<file path="src/rtl/core/ppm_pulse_frame_decoder_unit_macros.svh">
// assertion macros used by the ppm pulse frame decoder controller
// expects clk and rst_n in the scope of the including module
`ifndef PPM_PULSE_FRAME_DECODER_UNIT_MACROS_SVH
`define PPM_PULSE_FRAME_DECODER_UNIT_MACROS_SVH

// condition holds at every clock edge out of reset
`define PPFD_ASSERT_ALWAYS(lbl, expr, msg) \
    lbl: assert property (@(posedge clk) disable iff (!rst_n) (expr)) else $error(msg);

// consequent holds in the same cycle as the antecedent
`define PPFD_ASSERT_IMPLY(lbl, ante, cons, msg) \
    lbl: assert property (@(posedge clk) disable iff (!rst_n) (ante) |-> (cons)) else $error(msg);

`endif

</file>
<file path="src/rtl/core/ppfd_pkg.sv">
// shared constants, register codes and controller/datapath interface types
// used by the ppm pulse frame decoder controller, datapath and top level
`timescale 1ns / 1ps

package ppfd_pkg;

    localparam int unsigned NUM_CHANNELS  = 8;
    localparam int unsigned NUM_SETPOINTS = 4;

    localparam int unsigned TICK_W   = 16;
    localparam int unsigned PCT_W    = 14;
    localparam int unsigned PROD_W   = TICK_W + PCT_W;
    localparam int unsigned CNT_W    = 5;
    localparam int unsigned IDX_W    = 4;
    localparam int unsigned ITER_W   = 4;
    localparam int unsigned TENTH_W  = 11;
    localparam int unsigned SP_W     = 12;
    localparam int unsigned CFG_IDX_W = 2;

    localparam logic [PCT_W-1:0]  FULL_SCALE = 14'd10000;
    // 52429 / 2^19 is an exact reciprocal of ten for 16 bit operands
    localparam logic [TICK_W-1:0] RECIP_TEN  = 16'd52429;
    localparam int unsigned       RECIP_SHIFT = 19;
    localparam logic signed [SP_W-1:0] THR_BASE = 12'sd1000;
    localparam logic signed [SP_W-1:0] RPY_BASE = -12'sd500;

    localparam logic [TICK_W-1:0] SYNC_RESET = 16'd500;
    localparam logic [TICK_W-1:0] MIN_RESET  = 16'd60;
    localparam logic [TICK_W-1:0] MAX_RESET  = 16'd160;

    localparam logic [CFG_IDX_W-1:0] REG_SYNC_THRESHOLD = 2'd0;
    localparam logic [CFG_IDX_W-1:0] REG_WIDTH_MIN      = 2'd1;
    localparam logic [CFG_IDX_W-1:0] REG_WIDTH_MAX      = 2'd2;

    localparam logic OP_PULSE    = 1'b0;
    localparam logic OP_OVERFLOW = 1'b1;

    typedef struct packed {
        logic             load;
        logic             mul_en;
        logic             div_step;
        logic             scale_en;
        logic             out_load;
        logic             active;
        logic             fsync;
        logic             serr;
        logic             wrote;
        logic [IDX_W-1:0] idx;
    } ppfd_cmd_t;

    typedef struct packed {
        logic is_sync;
    } ppfd_sts_t;

endpackage

</file>
<file path="src/rtl/core/ppfd_ctrl.sv">
// controller: frame mode, channel counter and sequencing of the datapath
// depends on ppfd_pkg and the assertion macro header
`timescale 1ns / 1ps
`include "ppm_pulse_frame_decoder_unit_macros.svh"

module ppfd_ctrl
    import ppfd_pkg::*;
(
    input  logic      clk,
    input  logic      rst_n,
    input  logic      in_valid,
    output logic      in_ready,
    input  logic      in_op,
    output logic      out_valid,
    input  logic      out_ready,
    input  ppfd_sts_t sts,
    output ppfd_cmd_t cmd
);

    localparam logic [2:0] S_IDLE  = 3'd0;
    localparam logic [2:0] S_MUL   = 3'd1;
    localparam logic [2:0] S_DIV   = 3'd2;
    localparam logic [2:0] S_SCALE = 3'd3;
    localparam logic [2:0] S_FIN   = 3'd4;

    logic [2:0]        state_reg, state_next;
    logic              mode_reg, mode_next;
    logic [CNT_W-1:0]  cnt_reg, cnt_next;
    logic [ITER_W-1:0] iter_reg, iter_next;
    logic              fsync_reg, fsync_next;
    logic              serr_reg, serr_next;
    logic              wrote_reg, wrote_next;
    logic [IDX_W-1:0]  idx_reg, idx_next;
    logic              oval_reg, oval_next;
    logic              accept;
    logic              out_free;

    assign in_ready  = (state_reg == S_IDLE);
    assign accept    = in_valid && in_ready;
    assign out_free  = !oval_reg || out_ready;
    assign out_valid = oval_reg;

    always_comb
    begin
        state_next = state_reg;
        mode_next  = mode_reg;
        cnt_next   = cnt_reg;
        iter_next  = iter_reg;
        fsync_next = fsync_reg;
        serr_next  = serr_reg;
        wrote_next = wrote_reg;
        idx_next   = idx_reg;
        oval_next  = oval_reg && !out_ready;
        case (state_reg)
            S_IDLE:
            begin
                if (accept)
                begin
                    fsync_next = 1'b0;
                    serr_next  = 1'b0;
                    wrote_next = 1'b0;
                    idx_next   = '0;
                    state_next = S_FIN;
                    if (in_op == OP_OVERFLOW)
                    begin
                        mode_next = 1'b0;
                        cnt_next  = '0;
                        serr_next = 1'b1;
                    end
                    else if (sts.is_sync)
                    begin
                        // frame boundary, either mode
                        mode_next  = 1'b1;
                        cnt_next   = '0;
                        fsync_next = 1'b1;
                    end
                    else if (!mode_reg)
                    begin
                        // short pulse while waiting is dropped
                    end
                    else if (cnt_reg >= CNT_W'(NUM_CHANNELS))
                    begin
                        mode_next = 1'b0;
                        cnt_next  = '0;
                        serr_next = 1'b1;
                    end
                    else
                    begin
                        wrote_next = 1'b1;
                        idx_next   = cnt_reg[IDX_W-1:0];
                        cnt_next   = cnt_reg + CNT_W'(1);
                        state_next = S_MUL;
                    end
                end
            end
            S_MUL:
            begin
                iter_next  = '0;
                state_next = S_DIV;
            end
            S_DIV:
            begin
                iter_next = iter_reg + ITER_W'(1);
                if (iter_reg == ITER_W'(PCT_W - 1))
                begin
                    state_next = S_SCALE;
                end
            end
            S_SCALE:
            begin
                state_next = S_FIN;
            end
            S_FIN:
            begin
                if (out_free)
                begin
                    oval_next  = 1'b1;
                    state_next = S_IDLE;
                end
            end
            default:
            begin
                state_next = S_IDLE;
            end
        endcase
    end

    always_comb
    begin
        cmd.load     = accept;
        cmd.mul_en   = (state_reg == S_MUL);
        cmd.div_step = (state_reg == S_DIV);
        cmd.scale_en = (state_reg == S_SCALE);
        cmd.out_load = (state_reg == S_FIN) && out_free;
        cmd.active   = mode_reg;
        cmd.fsync    = fsync_reg;
        cmd.serr     = serr_reg;
        cmd.wrote    = wrote_reg;
        cmd.idx      = idx_reg;
    end

    always_ff @(posedge clk or negedge rst_n)
    begin
        if (!rst_n)
        begin
            state_reg <= S_IDLE;
            mode_reg  <= 1'b0;
            cnt_reg   <= '0;
            iter_reg  <= '0;
            fsync_reg <= 1'b0;
            serr_reg  <= 1'b0;
            wrote_reg <= 1'b0;
            idx_reg   <= '0;
            oval_reg  <= 1'b0;
        end
        else
        begin
            state_reg <= state_next;
            mode_reg  <= mode_next;
            cnt_reg   <= cnt_next;
            iter_reg  <= iter_next;
            fsync_reg <= fsync_next;
            serr_reg  <= serr_next;
            wrote_reg <= wrote_next;
            idx_reg   <= idx_next;
            oval_reg  <= oval_next;
        end
    end

    `PPFD_ASSERT_IMPLY(a_wait_cnt_zero, !mode_reg, cnt_reg == '0, "counter not zero while waiting")
    `PPFD_ASSERT_ALWAYS(a_cnt_range, cnt_reg <= CNT_W'(NUM_CHANNELS), "channel counter overrun")
    `PPFD_ASSERT_IMPLY(a_wrote_active, (state_reg == S_FIN) && wrote_reg, mode_reg && !fsync_reg && !serr_reg, "channel result with bad flags")
    `PPFD_ASSERT_IMPLY(a_div_iter, state_reg == S_DIV, iter_reg < ITER_W'(PCT_W), "divider step count overrun")

endmodule

</file>
<file path="src/rtl/core/ppfd_dpath.sv">
// datapath: config registers, clamp, scale multiply, restoring divider,
// setpoint mapping and the result register; depends on ppfd_pkg
`timescale 1ns / 1ps

module ppfd_dpath
    import ppfd_pkg::*;
(
    input  logic                  clk,
    input  logic                  rst_n,
    input  logic                  cfg_we,
    input  logic [CFG_IDX_W-1:0]  cfg_idx,
    input  logic [TICK_W-1:0]     cfg_wdata,
    input  logic [TICK_W-1:0]     pulse,
    input  ppfd_cmd_t             cmd,
    output ppfd_sts_t             sts,
    output logic                  o_active,
    output logic                  o_fsync,
    output logic                  o_serr,
    output logic                  o_wrote,
    output logic [IDX_W-1:0]      o_idx,
    output logic [PCT_W-1:0]      o_pct,
    output logic                  o_spv,
    output logic signed [SP_W-1:0] o_setpoint
);

    logic [TICK_W-1:0]  thr_reg, lo_reg, hi_reg;
    logic [TICK_W-1:0]  diff_reg, span_reg;
    logic               span_ok_reg;
    logic [TICK_W-1:0]  rem_reg;
    logic [PCT_W-1:0]   quo_reg;
    logic [PCT_W-1:0]   pct_reg;
    logic [TENTH_W-1:0] tenth_reg;
    logic [TICK_W-1:0]  w_clamp;
    logic [PROD_W-1:0]  prod;
    logic [PROD_W-1:0]  tenth_prod;
    logic [TICK_W+1:0]  trial;
    logic               trial_ge;
    logic [PCT_W-1:0]   pct_sel;
    logic               spv;
    logic signed [SP_W-1:0] sp_val;

    assign sts.is_sync = (pulse >= thr_reg);

    always_ff @(posedge clk or negedge rst_n)
    begin
        if (!rst_n)
        begin
            thr_reg <= SYNC_RESET;
            lo_reg  <= MIN_RESET;
            hi_reg  <= MAX_RESET;
        end
        else if (cfg_we)
        begin
            case (cfg_idx)
                REG_SYNC_THRESHOLD: thr_reg <= cfg_wdata;
                REG_WIDTH_MIN:      lo_reg  <= cfg_wdata;
                REG_WIDTH_MAX:      hi_reg  <= cfg_wdata;
                default:            ;
            endcase
        end
    end

    // clamp into [min, max]
    always_comb
    begin
        if (pulse > hi_reg)
        begin
            w_clamp = hi_reg;
        end
        else if (pulse < lo_reg)
        begin
            w_clamp = lo_reg;
        end
        else
        begin
            w_clamp = pulse;
        end
    end

    assign prod       = PROD_W'(diff_reg) * PROD_W'(FULL_SCALE);
    // quotient fits in PCT_W bits, so the top half of the numerator is below the span
    assign trial      = {1'b0, rem_reg, quo_reg[PCT_W-1]} - {2'b00, span_reg};
    assign trial_ge   = !trial[TICK_W+1];
    assign pct_sel    = span_ok_reg ? quo_reg : '0;
    assign tenth_prod = PROD_W'(pct_sel) * PROD_W'(RECIP_TEN);

    always_ff @(posedge clk)
    begin
        if (cmd.load)
        begin
            diff_reg    <= w_clamp - lo_reg;
            span_reg    <= hi_reg - lo_reg;
            span_ok_reg <= (hi_reg > lo_reg);
        end
        if (cmd.mul_en)
        begin
            rem_reg <= prod[PROD_W-1:PCT_W];
            quo_reg <= prod[PCT_W-1:0];
        end
        else if (cmd.div_step)
        begin
            rem_reg <= trial_ge ? trial[TICK_W-1:0] : {rem_reg[TICK_W-2:0], quo_reg[PCT_W-1]};
            quo_reg <= {quo_reg[PCT_W-2:0], trial_ge};
        end
        if (cmd.scale_en)
        begin
            pct_reg   <= pct_sel;
            tenth_reg <= tenth_prod[RECIP_SHIFT+TENTH_W-1:RECIP_SHIFT];
        end
    end

    assign spv = cmd.wrote && (cmd.idx < IDX_W'(NUM_SETPOINTS));

    always_comb
    begin
        if (!spv)
        begin
            sp_val = '0;
        end
        else if (cmd.idx == '0)
        begin
            sp_val = $signed({1'b0, tenth_reg}) + THR_BASE;
        end
        else
        begin
            sp_val = $signed({1'b0, tenth_reg}) + RPY_BASE;
        end
    end

    always_ff @(posedge clk)
    begin
        if (cmd.out_load)
        begin
            o_active   <= cmd.active;
            o_fsync    <= cmd.fsync;
            o_serr     <= cmd.serr;
            o_wrote    <= cmd.wrote;
            o_idx      <= cmd.idx;
            o_pct      <= cmd.wrote ? pct_reg : '0;
            o_spv      <= spv;
            o_setpoint <= sp_val;
        end
    end

endmodule

</file>
<file path="src/rtl/core/ppm_pulse_frame_decoder_unit.sv">
// top level of the ppm pulse frame decoder: stream ports, config port,
// controller and datapath; depends on ppfd_pkg, ppfd_ctrl and ppfd_dpath
`timescale 1ns / 1ps

// channel   direction  beat contents
// s_*       in         pulse width (tdata) and op (tuser)
// m_*       out        index, percent, setpoint (tdata) and status flags (tuser)
// cfg_*     in         register index and 16 bit write data
//
// a channel pulse passes from accept to result in order: the clamp, the scale
// multiply, the restoring divider (one quotient bit per cycle), the tenth
// multiply and the load of the result register, which waits for a free output
// sync, overflow and ignored pulses go from accept straight to the result load
// reset clears the frame mode, channel counter and handshake state and loads
// the config defaults; a waiting result holds m_tdata while a new beat is taken

module ppm_pulse_frame_decoder_unit
    import ppfd_pkg::*;
(
    input  logic                 clk,
    input  logic                 rst_n,
    // slave side
    input  logic                 s_tvalid,
    output logic                 s_tready,
    input  logic [15:0]          s_tdata,   // [15:0] pulse_ticks
    input  logic                 s_tuser,   // [0] op
    // master side
    output logic                 m_tvalid,
    input  logic                 m_tready,
    output logic [31:0]          m_tdata,   // [3:0] channel_index, [17:4] percent,
                                            // [29:18] setpoint, [31:30] zero
    output logic [4:0]           m_tuser,   // [0] active, [1] frame_sync,
                                            // [2] sync_error, [3] channel_written,
                                            // [4] setpoint_valid
    // config write channel
    input  logic                 cfg_valid,
    output logic                 cfg_ready,
    input  logic [CFG_IDX_W-1:0] cfg_index,
    input  logic [TICK_W-1:0]    cfg_data
);

    ppfd_cmd_t              cmd;
    ppfd_sts_t              sts;
    logic                   o_active;
    logic                   o_fsync;
    logic                   o_serr;
    logic                   o_wrote;
    logic [IDX_W-1:0]       o_idx;
    logic [PCT_W-1:0]       o_pct;
    logic                   o_spv;
    logic signed [SP_W-1:0] o_setpoint;

    // config writes are accepted at any time and registered straight into the config registers
    assign cfg_ready = 1'b1;

    ppfd_ctrl u_ctrl (
        .clk       (clk),
        .rst_n     (rst_n),
        .in_valid  (s_tvalid),
        .in_ready  (s_tready),
        .in_op     (s_tuser),
        .out_valid (m_tvalid),
        .out_ready (m_tready),
        .sts       (sts),
        .cmd       (cmd)
    );

    ppfd_dpath u_dpath (
        .clk        (clk),
        .rst_n      (rst_n),
        .cfg_we     (cfg_valid),
        .cfg_idx    (cfg_index),
        .cfg_wdata  (cfg_data),
        .pulse      (s_tdata),
        .cmd        (cmd),
        .sts        (sts),
        .o_active   (o_active),
        .o_fsync    (o_fsync),
        .o_serr     (o_serr),
        .o_wrote    (o_wrote),
        .o_idx      (o_idx),
        .o_pct      (o_pct),
        .o_spv      (o_spv),
        .o_setpoint (o_setpoint)
    );

    // pack result beat
    assign m_tdata = {2'b00, o_setpoint, o_pct, o_idx};
    assign m_tuser = {o_spv, o_wrote, o_serr, o_fsync, o_active};

endmodule
</file>
<file path="config.mk">
export PLATFORM = sky130hd
export DESIGN_NAME = ppm_pulse_frame_decoder_unit
export DESIGN_NICKNAME = d
export VERILOG_FILES = /design/src/rtl/core/ppfd_pkg.sv /design/src/rtl/core/ppfd_ctrl.sv /design/src/rtl/core/ppfd_dpath.sv /design/src/rtl/core/ppm_pulse_frame_decoder_unit.sv
export VERILOG_INCLUDE_DIRS = /design/src /design/src/rtl/core
export SDC_FILE = /design/constraint.sdc
export NUM_CORES = 1
export LEC_CHECK = 0
export BUFFER_PORTS_ARGS = -buffer_cell sky130_fd_sc_hd__buf_2
export CORE_UTILIZATION = 25
export CTS_BUF_LIST = sky130_fd_sc_hd__clkbuf_8
export DETAILED_ROUTE_END_ITERATION = 8
export PLACE_DENSITY = 0.37
export SLEW_MARGIN = 40
export SYNTH_ARGS = -nofsm -noshare
export SYNTH_HDL_FRONTEND = slang
export SYNTH_SLANG_ARGS = --single-unit
</file>
<file path="constraint.sdc">
create_clock -name clk -period 5.65 [get_ports clk]
set_input_delay 0 -clock clk [delete_from_list [all_inputs] [get_ports clk]]
set_output_delay 0 -clock clk [all_outputs]
set_load 0.01 [all_outputs]
</file>
==> impl_metrics.py <==
metrics = {
    "status": {
        "status": "complete, no violations",
    },
    "placement": {
        "dpl.hpwl_mm": 33.9,
        "dp_slack_ns": -0.00447,
        "gp_congestion": 0.787,
        "place_area_sq_um": 18500,
        "portBuffers": 76,
    },
    "timing": {
        "fmax_mhz": 185,
        "worst_pin_slew_ns": 0.784,
        "slew_viol_final": 0,
        "worst_slack_ns": 0.257,
        "finalSetupViolations": 0,
        "finalHoldViolCount": 0,
        "finalCritPeriodShare_pct": 95.5,
        "period_needed_ns": 5.39,
        "maxSlewHeadroom_pct": 47.5,
        "skew_ns": 0.0225,
        "rsz0062_at_grt": "no",
    },
    "floorplanning": {
        "start_util_pct": 25.5,
        "die_h_um": 262,
        "row_count": 94,
        "core-area_sq_um": 66300,
        "die_w_um": 262,
        "io_pins": 80,
        "die_area_sq_um": 68700,
    },
    "cts": {
        "clock_path_buffers": 2,
        "clkTransAtPathRegs_ns": 0.11,
        "clk_latency_ns": 0.51,
        "numCtsBuffers": 17,
        "cts_max_level": 4,
        "clock_sinks": 192,
        "cts_tree": "built",
        "cts-root-buf": "clkbuf_8",
    },
    "finish": {
        "layout_common_cells": "inv_1 (268), ha_1 (260), edfxtp_1 (119), nand2_1 (92), fa_1 (89)",
        "drive_above_1_share_pct": 13.3,
        "final_common_cell": "inv_1",
        "syn_to_final_growth_pct": 14.0,
        "nets": 2154,
        "finalCoreUtilization_pct": 29.1,
        "fillers": 7039,
        "finalInstanceArea_sq_um": 19300,
    },
    "detailed_routing": {
        "wire_per_inst_um": 15.4,
        "firstDrtPassIters": 5,
        "num_vias": 11500,
        "drt_iter0_drc": 496,
        "ant_nets": 0,
        "post-route-drc-count": 0,
        "routed_wl_mm": 40.7,
        "vias_per_cell": 4.37,
    },
    "synth": {
        "synth-async-reset-ratio_pct": 35.9,
        "synth_ff_type": "edfxtp_1",
        "ys_ff_latch": 192,
        "syn_inst": 1637,
        "synth_area_per_cell_sq_um": 10.3,
        "yosysUniqueCellTypes": 75,
        "ys.warnings.count": 0,
        "synth_edf_count": 119,
        "synth_seq_area_share_pct": 31.9,
        "mappedNetlistArea_sq_um": 16900,
    },
    "critical_path": {
        "worstPathRequired_ns": 5.90,
        "critPathMaxFanout": 8,
        "crit_path_end_kind": "flip-flop",
        "cp.arrival_ns": 5.65,
        "cp-start-kind": "flip-flop",
        "crit_type": "flip-flop to flip-flop",
    },
    "job": {
        "drv_cap": 0,
    },
    "grt": {
        "first_global_vias": 11700,
        "track_usage_pct": 12.3,
        "antenna_found_initial": 1,
        "grt_first_pass_wirelength_mm": 64.7,
        "grt_overflow_total": 0,
        "grt_max_degree": 70,
    },
    "min_path": {
        "min_path_type": "input pin to flip-flop",
    },
}
## final cells by class
| class | instances | area (sq um) | share of cell area [%] |
|---|---|---|---|
| timing repair buffer | 137 | 935 | 4.85 |
| inverter | 266 | 998 | 5.18 |
| multi-input combinational | 1145 | 10500 | 54.3 |
| sequential | 192 | 5400 | 28.0 |
| antenna | 1 | 2.50 | 0.0130 |
| clock buffer | 17 | 234 | 1.21 |
| clock inverter | 15 | 154 | 0.798 |
| tap | 864 | 1080 | 5.61 |
## layer usage
metal / part of all wire, % / global-route usage [%] / up-vias
met2: 50 / 21.3 / 85
met5: 0 / 0 / -
li1: - / - / 5901
met3: 1.7 / 2.09 / 16
met4: 1.1 / 2.22 / 0
met1: 47 / 16.0 / 5512
## final timing paths
| path | depth (start not counted) | to | slack (ns) | startpoint |
|---|---|---|---|---|
| worst min-delay path | 5 | u_dpath.thr_reg[11] | 0.05 | cfg_index[0] |
| worst max-delay path | 18 | u_dpath.tenth_reg[10] | 0.26 | u_dpath.span_ok_reg |
| min in group asynchronous | 2 | u_ctrl.wrote_reg | 0.07 | rst_n |
| worst min register to register | 0 | u_dpath.o_fsync | 0.46 | u_ctrl.fsync_reg |
| worst max register to register | 18 | u_dpath.tenth_reg[10] | 0.26 | u_dpath.span_ok_reg |
| max in group asynchronous | 2 | u_dpath.hi_reg[11] | 5.08 | rst_n |
## kinds of logic after synthesis
group           share of synthesized area (%)
compound gates                           12.2
other cells                            0.0444
fa+ha+maj                                30.3
xor+xnor                                 4.25
mux                                      4.29
simple gates                             10.0
flops                                    31.9
buf+inv                                  7.00
## repair_timing
item                                   4_1_cts  5_1_grt
pin swaps                                    2       20
hold buffers                                28        0
setup endpoints to repair                    1        8
gates cloned                                 0        1
resized for setup                            2       24
endpoints found under the hold margin      131        0
setup buffers                                0        2
## cells in the mapped netlist, types with 33 or more instances
master | instances | share of area (%)
mux2_2 | 35 | 2.3
fa_1 | 91 | 11
and2_1 | 36 | 1.3
mux2i_1 | 33 | 2.0
dfrtp_1 | 57 | 8.4
ha_1 | 264 | 20
inv_1 | 266 | 5.9
a21oi_1 | 80 | 2.4
o21ai_0 | 61 | 1.8
nor2_1 | 67 | 1.5
edfxtp_1 | 119 | 21
xnor2_1 | 52 | 2.7
nand2_1 | 92 | 2.0
## worst max-delay path, stage by stage (launching register included)
cell and delay, ns:
edfxtp_1 0.52, and2_4 0.22, ha_1 0.27, inv_1 0.06, fa_1 0.52, inv_2 0.06, fa_1 0.38, fa_1 0.49
inv_1 0.05, fa_1 0.53, fa_1 0.42, ha_1 0.32, a21oi_1 0.13, o21ai_1 0.11, a211oi_2 0.27, o21ai_4 0.12
a221oi_4 0.29, o21ai_2 0.13, a311o_1 0.27
## through the flow
stage,cells,setup TNS (ns),hold slack (ns)
after floorplan,1638,0,-0.296
after global placement,2570,0,0.195
after detailed placement,2573,-0.00447,0.0660
after CTS,2633,0,0.00179
after global routing,2636,0,0.0310
final,2637,0,0.0531
Power is left out: the tool's default activity adds up to more than one toggle a clock period on the data nets, which glitch-free logic cannot reach.
